===== src/hw/rtl/tcs_pkg.sv =====
// ----------------------------------------------------------------------------
// tcs_pkg
// Shared types, codes and reset values for the throttle controller status unit.
// ----------------------------------------------------------------------------
package tcs_pkg;

   localparam int SAMPLE_BITS = 10;
   localparam int CSR_INDEX_BITS = 2;

   // register indexes
   localparam logic [CSR_INDEX_BITS-1:0] CSR_DEAD_BAND_LOW  = 2'd0;
   localparam logic [CSR_INDEX_BITS-1:0] CSR_DEAD_BAND_HIGH = 2'd1;
   localparam logic [CSR_INDEX_BITS-1:0] CSR_FULL_SCALE     = 2'd2;
   localparam logic [CSR_INDEX_BITS-1:0] CSR_LOCK_ENABLE    = 2'd3;

   localparam logic [SAMPLE_BITS-1:0] DEAD_BAND_LOW_RESET  = SAMPLE_BITS'(480);
   localparam logic [SAMPLE_BITS-1:0] DEAD_BAND_HIGH_RESET = SAMPLE_BITS'(540);
   localparam logic [SAMPLE_BITS-1:0] FULL_SCALE_RESET     = SAMPLE_BITS'(1023);

   // mains switch positions
   localparam logic [1:0] MAINS_POS_UNKNOWN = 2'd0;
   localparam logic [1:0] MAINS_POS_OFF     = 2'd1;
   localparam logic [1:0] MAINS_POS_ON      = 2'd2;
   localparam logic [1:0] MAINS_POS_PLUS    = 2'd3;

   // direction switch positions
   localparam logic [1:0] DIR_POS_UNKNOWN = 2'd0;
   localparam logic [1:0] DIR_POS_MIDDLE  = 2'd1;
   localparam logic [1:0] DIR_POS_FWD     = 2'd2;
   localparam logic [1:0] DIR_POS_REV     = 2'd3;

   // controller status codes
   localparam logic [2:0] ST_LOCKED     = 3'd0;
   localparam logic [2:0] ST_OFF        = 3'd1;
   localparam logic [2:0] ST_NOT_NULLED = 3'd2;
   localparam logic [2:0] ST_STANDBY    = 3'd3;
   localparam logic [2:0] ST_READY      = 3'd4;
   localparam logic [2:0] ST_MOVING     = 3'd5;
   localparam logic [2:0] ST_SETUP      = 3'd6;

   typedef struct packed {
      logic [1:0]             mains_position;
      logic [1:0]             direction_position;
      logic [SAMPLE_BITS-1:0] throttle_sample;
      logic                   horn_pushed;
      logic                   foreign_drive_seen;
      logic                   status_received;
      logic                   status_moving;
   } req_type;

   typedef struct packed {
      logic [2:0]             controller_status;
      logic [SAMPLE_BITS-1:0] drive_value;
      logic [SAMPLE_BITS-1:0] brake_value;
      logic                   is_active;
      logic                   mains_held;
      logic                   aux_on;
      logic                   reverse_selected;
      logic                   drive_enabled;
   } rsp_type;

endpackage


===== src/hw/rtl/throttle_controller_status_unit.sv =====
// ----------------------------------------------------------------------------
// throttle_controller_status_unit
// Switch flag update, dead band throttle mapping through a shared multiply and
// shift-subtract divider, and the seven-state controller sequencer.
// ----------------------------------------------------------------------------
// flow: an input beat is registered, then passes S_MUL, the one-bit-per-cycle
//   divider loop in S_DIV and S_DONE before the result is registered; S_DIV is
//   skipped when the throttle maps to neither drive nor brake. A new beat is
//   taken only in S_IDLE, so not while one is in flight, but it is taken while
//   a finished result waits on the output
// reset: synchronous, clears the sequencer, flags and output valid, loads the
//   register defaults, status reads off
module throttle_controller_status_unit
   import tcs_pkg::*;
(
   input  logic                      clock,
   input  logic                      reset,
   input  logic                      req_valid,
   output logic                      req_stall,
   input  req_type                   req_data,
   output logic                      rsp_valid,
   input  logic                      rsp_stall,
   output rsp_type                   rsp_data,
   input  logic                      csr_write_en,
   input  logic [CSR_INDEX_BITS-1:0] csr_index,
   input  logic [SAMPLE_BITS-1:0]    csr_wdata
);

   localparam int N = SAMPLE_BITS;
   localparam int CNT_W = $clog2(2 * N);

   localparam logic [1:0] S_IDLE = 2'd0;
   localparam logic [1:0] S_MUL  = 2'd1;
   localparam logic [1:0] S_DIV  = 2'd2;
   localparam logic [1:0] S_DONE = 2'd3;

   localparam logic [1:0] MODE_NONE  = 2'd0;
   localparam logic [1:0] MODE_DRIVE = 2'd1;
   localparam logic [1:0] MODE_BRAKE = 2'd2;

   // config registers
   logic [N-1:0] low_ff, high_ff, fs_ff;
   logic         lock_ff;

   // control state
   logic [1:0]       state_ff, state_in;
   logic [CNT_W-1:0] cnt_ff, cnt_in;
   logic [1:0]       mode_ff, mode_in;
   logic             rsp_valid_ff, rsp_valid_in;
   logic [2:0]       status_ff, status_in;
   logic             active_ff, active_in;
   logic             nulled_ff, nulled_in;
   logic             mains_ff, mains_in;
   logic             aux_ff, aux_in;
   logic             reverse_ff, reverse_in;
   logic             drive_on_ff, drive_on_in;
   logic             moving_ff, moving_in;

   // payload
   req_type        item_ff, item_in;
   logic [N-1:0]   num_ff, num_in;
   logic [N-1:0]   den_ff, den_in;
   logic [2*N-1:0] qd_ff, qd_in;
   logic [N-1:0]   rem_ff, rem_in;
   rsp_type        rsp_ff, rsp_in;

   logic           accept;
   logic           done_go;
   logic [N:0]     trial;
   logic [N:0]     diff;
   logic           fits;
   logic [N-1:0]   q_sat;
   logic [N-1:0]   drive_res;
   logic [N-1:0]   brake_res;
   logic           can_act;

   assign req_stall = (state_ff != S_IDLE);
   assign accept = req_valid && !req_stall;
   assign done_go = (state_ff == S_DONE) && (!rsp_valid_ff || !rsp_stall);
   assign rsp_valid = rsp_valid_ff;
   assign rsp_data = rsp_ff;

   // shift-subtract step
   assign trial = {rem_ff, qd_ff[2*N-1]};
   assign diff = trial - {1'b0, den_ff};
   assign fits = (trial >= {1'b0, den_ff});

   assign q_sat = (qd_ff > {{N{1'b0}}, fs_ff}) ? fs_ff : qd_ff[N-1:0];
   assign drive_res = (mode_ff == MODE_DRIVE) ? q_sat : '0;
   assign brake_res = (mode_ff == MODE_BRAKE) ? q_sat : '0;
   assign can_act = !lock_ff || (!item_ff.foreign_drive_seen && item_ff.mains_position[1]);

   always_comb begin
      state_in = state_ff;
      cnt_in = cnt_ff;
      mode_in = mode_ff;
      rsp_valid_in = rsp_valid_ff && rsp_stall;
      status_in = status_ff;
      active_in = active_ff;
      nulled_in = nulled_ff;
      mains_in = mains_ff;
      aux_in = aux_ff;
      reverse_in = reverse_ff;
      drive_on_in = drive_on_ff;
      moving_in = moving_ff;
      item_in = item_ff;
      num_in = num_ff;
      den_in = den_ff;
      qd_in = qd_ff;
      rem_in = rem_ff;
      rsp_in = rsp_ff;

      case (state_ff)
         S_IDLE: begin
            if (accept) begin
               item_in = req_data;
               if (req_data.status_received) begin
                  moving_in = req_data.status_moving;
               end
               case (req_data.mains_position)
                  MAINS_POS_OFF: begin
                     mains_in = 1'b0;
                     aux_in = 1'b0;
                  end
                  MAINS_POS_ON: begin
                     mains_in = 1'b1;
                     aux_in = 1'b0;
                  end
                  MAINS_POS_PLUS: begin
                     mains_in = 1'b1;
                     aux_in = 1'b1;
                  end
                  default: ;
               endcase
               case (req_data.direction_position)
                  DIR_POS_REV: begin
                     reverse_in = 1'b1;
                     drive_on_in = 1'b1;
                  end
                  DIR_POS_MIDDLE: drive_on_in = 1'b0;
                  DIR_POS_FWD: begin
                     reverse_in = 1'b0;
                     drive_on_in = 1'b1;
                  end
                  default: ;
               endcase
               mode_in = MODE_NONE;
               num_in = '0;
               den_in = '0;
               if (mains_in) begin
                  if (req_data.throttle_sample < low_ff) begin
                     mode_in = MODE_BRAKE;
                     num_in = low_ff - req_data.throttle_sample;
                     den_in = low_ff;
                  end else if (req_data.throttle_sample > high_ff && fs_ff > high_ff) begin
                     mode_in = MODE_DRIVE;
                     num_in = req_data.throttle_sample - high_ff;
                     den_in = fs_ff - high_ff;
                  end
               end
               state_in = S_MUL;
            end
         end
         S_MUL: begin
            rem_in = '0;
            cnt_in = CNT_W'(2 * N - 1);
            if (mode_ff == MODE_NONE) begin
               qd_in = '0;
               state_in = S_DONE;
            end else begin
               qd_in = {{N{1'b0}}, num_ff} * {{N{1'b0}}, fs_ff};
               state_in = S_DIV;
            end
         end
         S_DIV: begin
            rem_in = fits ? diff[N-1:0] : trial[N-1:0];
            qd_in = {qd_ff[2*N-2:0], fits};
            cnt_in = cnt_ff - 1'b1;
            if (cnt_ff == '0) begin
               state_in = S_DONE;
            end
         end
         S_DONE: begin
            if (done_go) begin
               if (!can_act) begin
                  status_in = ST_LOCKED;
                  active_in = 1'b0;
                  nulled_in = 1'b0;
               end else if (!mains_ff) begin
                  status_in = ST_OFF;
                  active_in = 1'b0;
                  nulled_in = 1'b0;
               end else if (!active_ff) begin
                  active_in = 1'b1;
                  status_in = item_ff.horn_pushed ? ST_SETUP : ST_STANDBY;
               end else if (status_ff != ST_SETUP) begin
                  if (nulled_ff || drive_res == '0) begin
                     nulled_in = 1'b1;
                     if (drive_on_ff) begin
                        status_in = moving_ff ? ST_MOVING : ST_READY;
                     end else begin
                        status_in = ST_STANDBY;
                     end
                  end else begin
                     status_in = ST_NOT_NULLED;
                  end
               end
               rsp_in.controller_status = status_in;
               rsp_in.drive_value = drive_res;
               rsp_in.brake_value = brake_res;
               rsp_in.is_active = active_in;
               rsp_in.mains_held = mains_ff;
               rsp_in.aux_on = aux_ff;
               rsp_in.reverse_selected = reverse_ff;
               rsp_in.drive_enabled = drive_on_ff;
               rsp_valid_in = 1'b1;
               state_in = S_IDLE;
            end
         end
         default: state_in = S_IDLE;
      endcase
   end

   always_ff @(posedge clock) begin
      if (reset) begin
         low_ff <= DEAD_BAND_LOW_RESET;
         high_ff <= DEAD_BAND_HIGH_RESET;
         fs_ff <= FULL_SCALE_RESET;
         lock_ff <= 1'b0;
      end else if (csr_write_en) begin
         case (csr_index)
            CSR_DEAD_BAND_LOW: low_ff <= csr_wdata;
            CSR_DEAD_BAND_HIGH: high_ff <= csr_wdata;
            CSR_FULL_SCALE: fs_ff <= csr_wdata;
            CSR_LOCK_ENABLE: lock_ff <= csr_wdata[0];
            default: ;
         endcase
      end
   end

   always_ff @(posedge clock) begin
      if (reset) begin
         state_ff <= S_IDLE;
         cnt_ff <= '0;
         mode_ff <= MODE_NONE;
         rsp_valid_ff <= 1'b0;
         status_ff <= ST_OFF;
         active_ff <= 1'b0;
         nulled_ff <= 1'b0;
         mains_ff <= 1'b0;
         aux_ff <= 1'b0;
         reverse_ff <= 1'b0;
         drive_on_ff <= 1'b0;
         moving_ff <= 1'b0;
      end else begin
         state_ff <= state_in;
         cnt_ff <= cnt_in;
         mode_ff <= mode_in;
         rsp_valid_ff <= rsp_valid_in;
         status_ff <= status_in;
         active_ff <= active_in;
         nulled_ff <= nulled_in;
         mains_ff <= mains_in;
         aux_ff <= aux_in;
         reverse_ff <= reverse_in;
         drive_on_ff <= drive_on_in;
         moving_ff <= moving_in;
      end
   end

   always_ff @(posedge clock) begin
      item_ff <= item_in;
      num_ff <= num_in;
      den_ff <= den_in;
      qd_ff <= qd_in;
      rem_ff <= rem_in;
      rsp_ff <= rsp_in;
   end

endmodule


===== config.mk =====
export PLATFORM = sky130hd
export DESIGN_NAME = throttle_controller_status_unit
export DESIGN_NICKNAME = d
export VERILOG_FILES = /design/src/hw/rtl/tcs_pkg.sv /design/src/hw/rtl/throttle_controller_status_unit.sv
export SDC_FILE = /design/constraint.sdc
export NUM_CORES = 1
export LEC_CHECK = 0
export BUFFER_PORTS_ARGS = -buffer_cell sky130_fd_sc_hd__buf_2
export CORE_UTILIZATION = 54
export CTS_CLUSTER_DIAMETER = 150
export DETAILED_ROUTE_END_ITERATION = 6
export HOLD_SLACK_MARGIN = 0.02
export PLACE_DENSITY = 0.74
export SETUP_SLACK_MARGIN = 0.15
export SLEW_MARGIN = 20
export SYNTH_ARGS = -nofsm -noshare
export SYNTH_HDL_FRONTEND = slang
export SYNTH_SLANG_ARGS = --single-unit

===== constraint.sdc =====
create_clock -name clock -period 7.15 [get_ports clock]
set_clock_uncertainty 0.05 [all_clocks]
set_input_delay 2.145 -clock clock [delete_from_list [all_inputs] [get_ports clock]]
set_output_delay 2.145 -clock clock [all_outputs]
set_load 0.01 [all_outputs]

==> impl_metrics.tcl, run 1 <==
set metrics [dict create \
    synth-edff-count 81 \
    grt_max_degree 52 \
    drive_above_1_share 0.1008 \
    root_buffer "clkbuf_16" \
    slew_viol_final 0 \
    coreArea_sq_um 19720 \
    dp_hpwl_microns 19910 \
    async_reset_ff_frac 0 \
    maxCapViolations 0 \
    crit_fanout 15 \
    insertion_delay_ns 0.43 \
    final_hold_viol_count 0 \
    yosysUniqueCellTypes 77 \
    netlist_instances 1194 \
    grt_overflow 0 \
    cts_htree_levels 4 \
    fill_cells 1622 \
    place_congestion 0.9210 \
    seq_area_frac_synth 0.3145 \
    drtIter0Drc 667 \
    grt_pass1_vias 8237 \
    rsz0062_at_grt "false" \
    nets 1449 \
    tritoncts "built" \
    avgSynthCellArea_sq_um 9.195 \
    outcome "finished clean" \
    syn-num-nets 1406 \
    period_minus_slack_ns 5.508 \
    antenna_found_initial 0 \
    fin_setup_tns_ns 0 \
    cpPeakStageDelay_ns 0.62 \
    totalWireLength_microns 25780 \
    hold_path_class "flop to flop" \
    crit_arrival_ns 5.63 \
    register_area_sq_um 3453 \
    worstSetupEndpointType "flop" \
    final_common_cell "nand2_1" \
    path_cells "nand2_1, fa_1, inv_1, fa_1, inv_1, fa_1, inv_1, fa_1, inv_1, fa_1, inv_1, ha_1, and4_1, and2_1, a31oi_1, nor2_1, o31ai_1, mux2i_1, nand2_1" \
    cts_resized 0 \
    cts_setup_buffers 0 \
    initial_core_util 0.5568 \
    io_buffers 64 \
    rows 51 \
    fin_crit_sh 0.7704 \
    synth_ff_type "edfxtp_1" \
    max_freq_mhz 181.5 \
    die_area_sq_um 20910 \
    yosys_register_bits 132 \
    required_ns 7.27 \
    clk_pin_slew_worst_paths_ns 0.06 \
    syn_area_sq_um 10980 \
    drc 0 \
    die_h_microns 144.6 \
    startpoint_type "flop" \
    grt_pass1_wl_microns 41240 \
    slew_headroom 0.2897 \
    multi_input_area_sq_um 6873 \
    antenna_cells 0 \
    ioPinCount 65 \
    critPathSlowestCell "dfxtp_1" \
    viasPerCell 5.661 \
    clock-sinks 132 \
    vias 8577 \
    wl_per_cell_microns 17.02 \
    clock_path_buffers 2 \
    cts_inserted_buffers 17 \
    ys_warn_count 0 \
    syn2layout_area_growth_pct 10.11 \
    grt.total_usage 0.2599 \
    worst_pin_slew_ns 1.058 \
    die_w_microns 144.6 \
    cts_hold_buf 0 \
    ant_nets 0 \
    final_cell_mix "nand2_1, inv_1, ha_1" \
    setup_viol 0 \
    critical_path_class "flop to flop" \
    firstDrtPassIters 5 \
]
path summary, 6_finish.rpt:
| check | startpoint | endpoint | slack [ns] | cells past startpoint |
|---|---|---|---|---|
| max | fs_ff[3] | qd_ff[17] | 1.64 | 19 |
| min reg2reg | aux_ff | rsp_data[2] | 0.38 | 0 |
| min | aux_ff | rsp_data[2] | 0.38 | 0 |
| max reg2reg | fs_ff[3] | qd_ff[17] | 1.64 | 19 |
routing by layer:
metal / track usage / share of wire / up-vias
li1: - / - / 4168
met4: 0.08864 / 0.023 / 0
met5: 0 / 0 / -
met1: 0.3412 / 0.44 / 4085
met2: 0.4322 / 0.48 / 286
met3: 0.04470 / 0.055 / 38
through the flow:
step / setup slack, ns / util / hold WS, ns / cell area, sq um / cells
floorplan: 1.914 / - / 0.3519 / 10980 / 1194
global placement: 1.788 / 0.5821 / 0.3625 / 11480 / 1483
detailed placement: 1.650 / 0.5821 / 0.3693 / 11480 / 1483
CTS: 1.647 / 0.6128 / 0.3842 / 12080 / 1515
global route: 1.313 / 0.6131 / 0.3865 / 12090 / 1515
finish: 1.642 / 0.6131 / 0.3813 / 12090 / 1515
layout make-up:
cell class	instances	share of cell area
multi-input combinational	891	0.5685
sequential	132	0.2857
inverter	127	0.03943
timing repair buffer	68	0.02898
tap	265	0.02743
clock inverter	14	0.01449
clock buffer	18	0.03550
flip-flops by register name, summed over array words and instances, names as in the netlist, 5 cells and up:
name      count
den_ff       10
num_ff       10
high_ff      10
rem_ff       10
rsp_data     28
low_ff       10
fs_ff        10
qd_ff        20
cnt_ff        5
critical path, delay by kind of cell (launching register included):
kind,cells,cell delay [ns]
adders and majority gates,6,2.96
muxes,1,0.23
and+or+nand+nor,5,0.68
buffers and inverters,5,0.26
DFF,1,0.62
AOI/OAI and AO/OA,2,0.48
cell families (layout without fill, tap and decap cells):
| kind of cell | after synthesis | after routing | synth area share |
|---|---|---|---|
| and+or+nand+nor | 437 | 437 | 0.1969 |
| AOI/OAI and AO/OA | 209 | 209 | 0.1238 |
| adders and majority gates | 177 | 177 | 0.2468 |
| buffers and inverters | 171 | 227 | 0.06051 |
| DFF | 132 | 132 | 0.3145 |
| xor gates and xnor gates | 41 | 41 | 0.03271 |
| muxes | 27 | 27 | 0.02473 |
synthesized netlist by cell type (3+ instances only):
library cell	n	area share
a211o_1	4	0.0032
a21o_1	12	0.0082
o31ai_1	4	0.0027
and2_1	66	0.038
inv_1	126	0.043
clkbuf_1	35	0.012
xnor2_1	26	0.021
mux2i_1	26	0.024
nor2b_1	17	0.0097
fa_1	66	0.12
nand2_1	149	0.051
buf_2	6	0.0027
nor2_1	90	0.031
edfxtp_1	81	0.22
nand4_1	10	0.0057
nor3_1	11	0.0050
o211ai_1	3	0.0021
nand3b_1	20	0.014
xor2_1	15	0.012
or3_1	5	0.0028
o31a_1	3	0.0024
a31oi_1	6	0.0034
a21oi_1	74	0.034
nand2b_1	8	0.0046
o21a_1	8	0.0055
ha_1	111	0.13
o21ai_0	44	0.020
o41ai_1	3	0.0024
nor4_1	9	0.0051
o21bai_1	4	0.0027
or2_2	6	0.0034
dfxtp_1	51	0.093
a211oi_1	9	0.0062
nand3_1	31	0.014
Power of run 1 is left out: the tool's default activity adds up to more than one toggle a clock period on the data nets, which glitch-free logic cannot reach.
==> run 2, diff against run 1 <==
--- a/config.mk
+++ b/config.mk
@@ -10,7 +10,7 @@
 export CTS_CLUSTER_DIAMETER = 150
 export DETAILED_ROUTE_END_ITERATION = 6
 export HOLD_SLACK_MARGIN = 0.02
-export PLACE_DENSITY = 0.74
+export PLACE_DENSITY = 0.77
 export SETUP_SLACK_MARGIN = 0.15
 export SLEW_MARGIN = 20
 export SYNTH_ARGS = -nofsm -noshare
==> constraint.sdc (replaced) <==
create_clock -name clock -period 4.57 [get_ports clock]
set_clock_uncertainty 0.05 [all_clocks]
set_input_delay 1.371 -clock clock [delete_from_list [all_inputs] [get_ports clock]]
set_output_delay 1.371 -clock clock [all_outputs]
set_load 0.01 [all_outputs]
==> run 2 against run 1 <==
Effect of this change: the flow now finishes with violations (negative setup slack); wire length rose by 3.2%; final cell count rose by 5.6%; fmax is 12% higher; highest routed layer unchanged; final area up 8.5%; critical path type unchanged; flip-flop and latch count is the same.
==> impl_metrics.tcl, run 2 (synthesis results as in run 1) <==
set metrics [dict create \
    nets 1534 \
    totalWireLength_microns 26600 \
    clock_path_buffers 2 \
    hold_path_class "flop to flop" \
    final_hold_viol_count 0 \
    dp.cells 1551 \
    worstSetupEndpointType "flop" \
    final_cell_mix "nand2_1, inv_1, ha_1" \
    grt_overflow 0 \
    die_w_microns 144.6 \
    pre_cts_ws_ns -0.4848 \
    slew_headroom 0.2684 \
    crit_arrival_ns 5.02 \
    fin_util 0.6652 \
    place_congestion 1.006 \
    drc 0 \
    final_common_cell "nand2_1" \
    coreArea_sq_um 19720 \
    post-route-cell-area_sq_um 13120 \
    worst_pin_slew_ns 1.096 \
    insertion_delay_ns 0.42 \
    layoutNonFillerInstCount 1600 \
    violations "negative setup slack" \
    clk_pin_slew_worst_paths_ns 0.06 \
    slew_viol_final 0 \
    dpl-instance-area_sq_um 12100 \
    firstDrtPassIters 5 \
    max_freq_mhz 204.0 \
    outcome "finished, violations left" \
    initial_core_util 0.5568 \
    drive_above_1_share 0.2112 \
    viasPerCell 5.583 \
    antenna_found_initial 0 \
    rsz0062_at_grt "true" \
    setup_viol 10 \
    maxCapViolations 0 \
    antenna_cells 0 \
    fin_crit_sh 1.072 \
    period_minus_slack_ns 4.901 \
    tritoncts "built" \
    die_h_microns 144.6 \
    rows 51 \
    grt_pass1_wl_microns 42220 \
    grt_max_degree 52 \
    cts_inserted_buffers 17 \
    largest_reg_flops 28 \
    grt_pass1_vias 8670 \
    ant_nets 0 \
    root_buffer "clkbuf_16" \
    wl_per_cell_microns 16.63 \
    clock-sinks 132 \
    startpoint_type "flop" \
    ioPinCount 65 \
    cts_htree_levels 4 \
    die_area_sq_um 20910 \
    required_ns 4.69 \
    grt.total_usage 0.2621 \
    critical_path_class "flop to flop" \
    io_buffers 64 \
    fin_ws_ns -0.3311 \
    crit_fanout 6 \
    vias 8933 \
    drtIter0Drc 613 \
    dp_hpwl_microns 20360 \
    syn2layout_area_growth_pct 19.46 \
]
-- run 2: changes by cell type in the layout (fill, tap and decap cells not counted), moves of 6 or more --
cell	previous run	this run
nand2_1	149	140
o21ai_1	2	11
inv_2	2	8
dfxtp_1	51	42
o21ai_0	44	31
buf_6	0	14
ha_4	0	10
dfxtp_2	0	6
nand2_4	0	6
and2_4	1	8
and2_1	66	59
ha_1	111	100
buf_4	4	75
-- run 2: what timing repair did --
action,in CTS,in global routing
resized for setup,28,54
setup endpoints to repair,13,14
setup buffers,10,6
hold buffers,0,0
pin swaps,25,32
-- run 2: worst paths after layout --
path	start	cells after the start	slack (ns)	end
hold / removal	aux_ff	0	0.38	rsp_data[2]
setup / recovery	num_ff[2]	16	-0.33	qd_ff[17]
hold reg to reg	aux_ff	0	0.38	rsp_data[2]
setup reg to reg	num_ff[2]	16	-0.33	qd_ff[17]
-- run 2: final cells by class --
| type | instances | area [sq um] |
|---|---|---|
| clock buffers | 21 | 481.7 |
| clock inverters | 11 | 73.82 |
| fillers | 1476 | 6601 |
| inverters | 127 | 476.7 |
| multi-input cells | 891 | 7239 |
| flip-flops and latches | 132 | 3472 |
| well taps | 265 | 331.6 |
| repair buffers | 153 | 1041 |
-- run 2: layer usage --
layer  share of wire  GRT usage  wire [microns]
met4           0.032     0.1014             843
met1            0.43     0.3345           11540
met2            0.48     0.4405           12860
met3           0.051    0.04636            1359
met5               0          0               0
-- run 2: stage by stage --
stage / hold slack (ns) / TNS [ns]
after floorplan: 0.3519 / -0.7620
after global placement: 0.3572 / -2.026
after detailed placement: 0.3625 / -3.267
after CTS: 0.3766 / -2.676
after global routing: 0.3954 / -4.781
final: 0.3784 / -2.693
-- run 2: critical path: stages, from the launching register on --
cell	delay, ns
edfxtp_1	0.50
and2_1	0.24
fa_1	0.41
fa_1	0.61
ha_4	0.22
fa_1	0.53
inv_1	0.06
fa_1	0.54
inv_1	0.04
ha_1	0.30
and4_4	0.21
and2_4	0.14
a31oi_4	0.20
nor2_2	0.07
o31ai_2	0.25
mux2i_1	0.22
nand2_1	0.07
Power of run 2 is left out for the same reason.
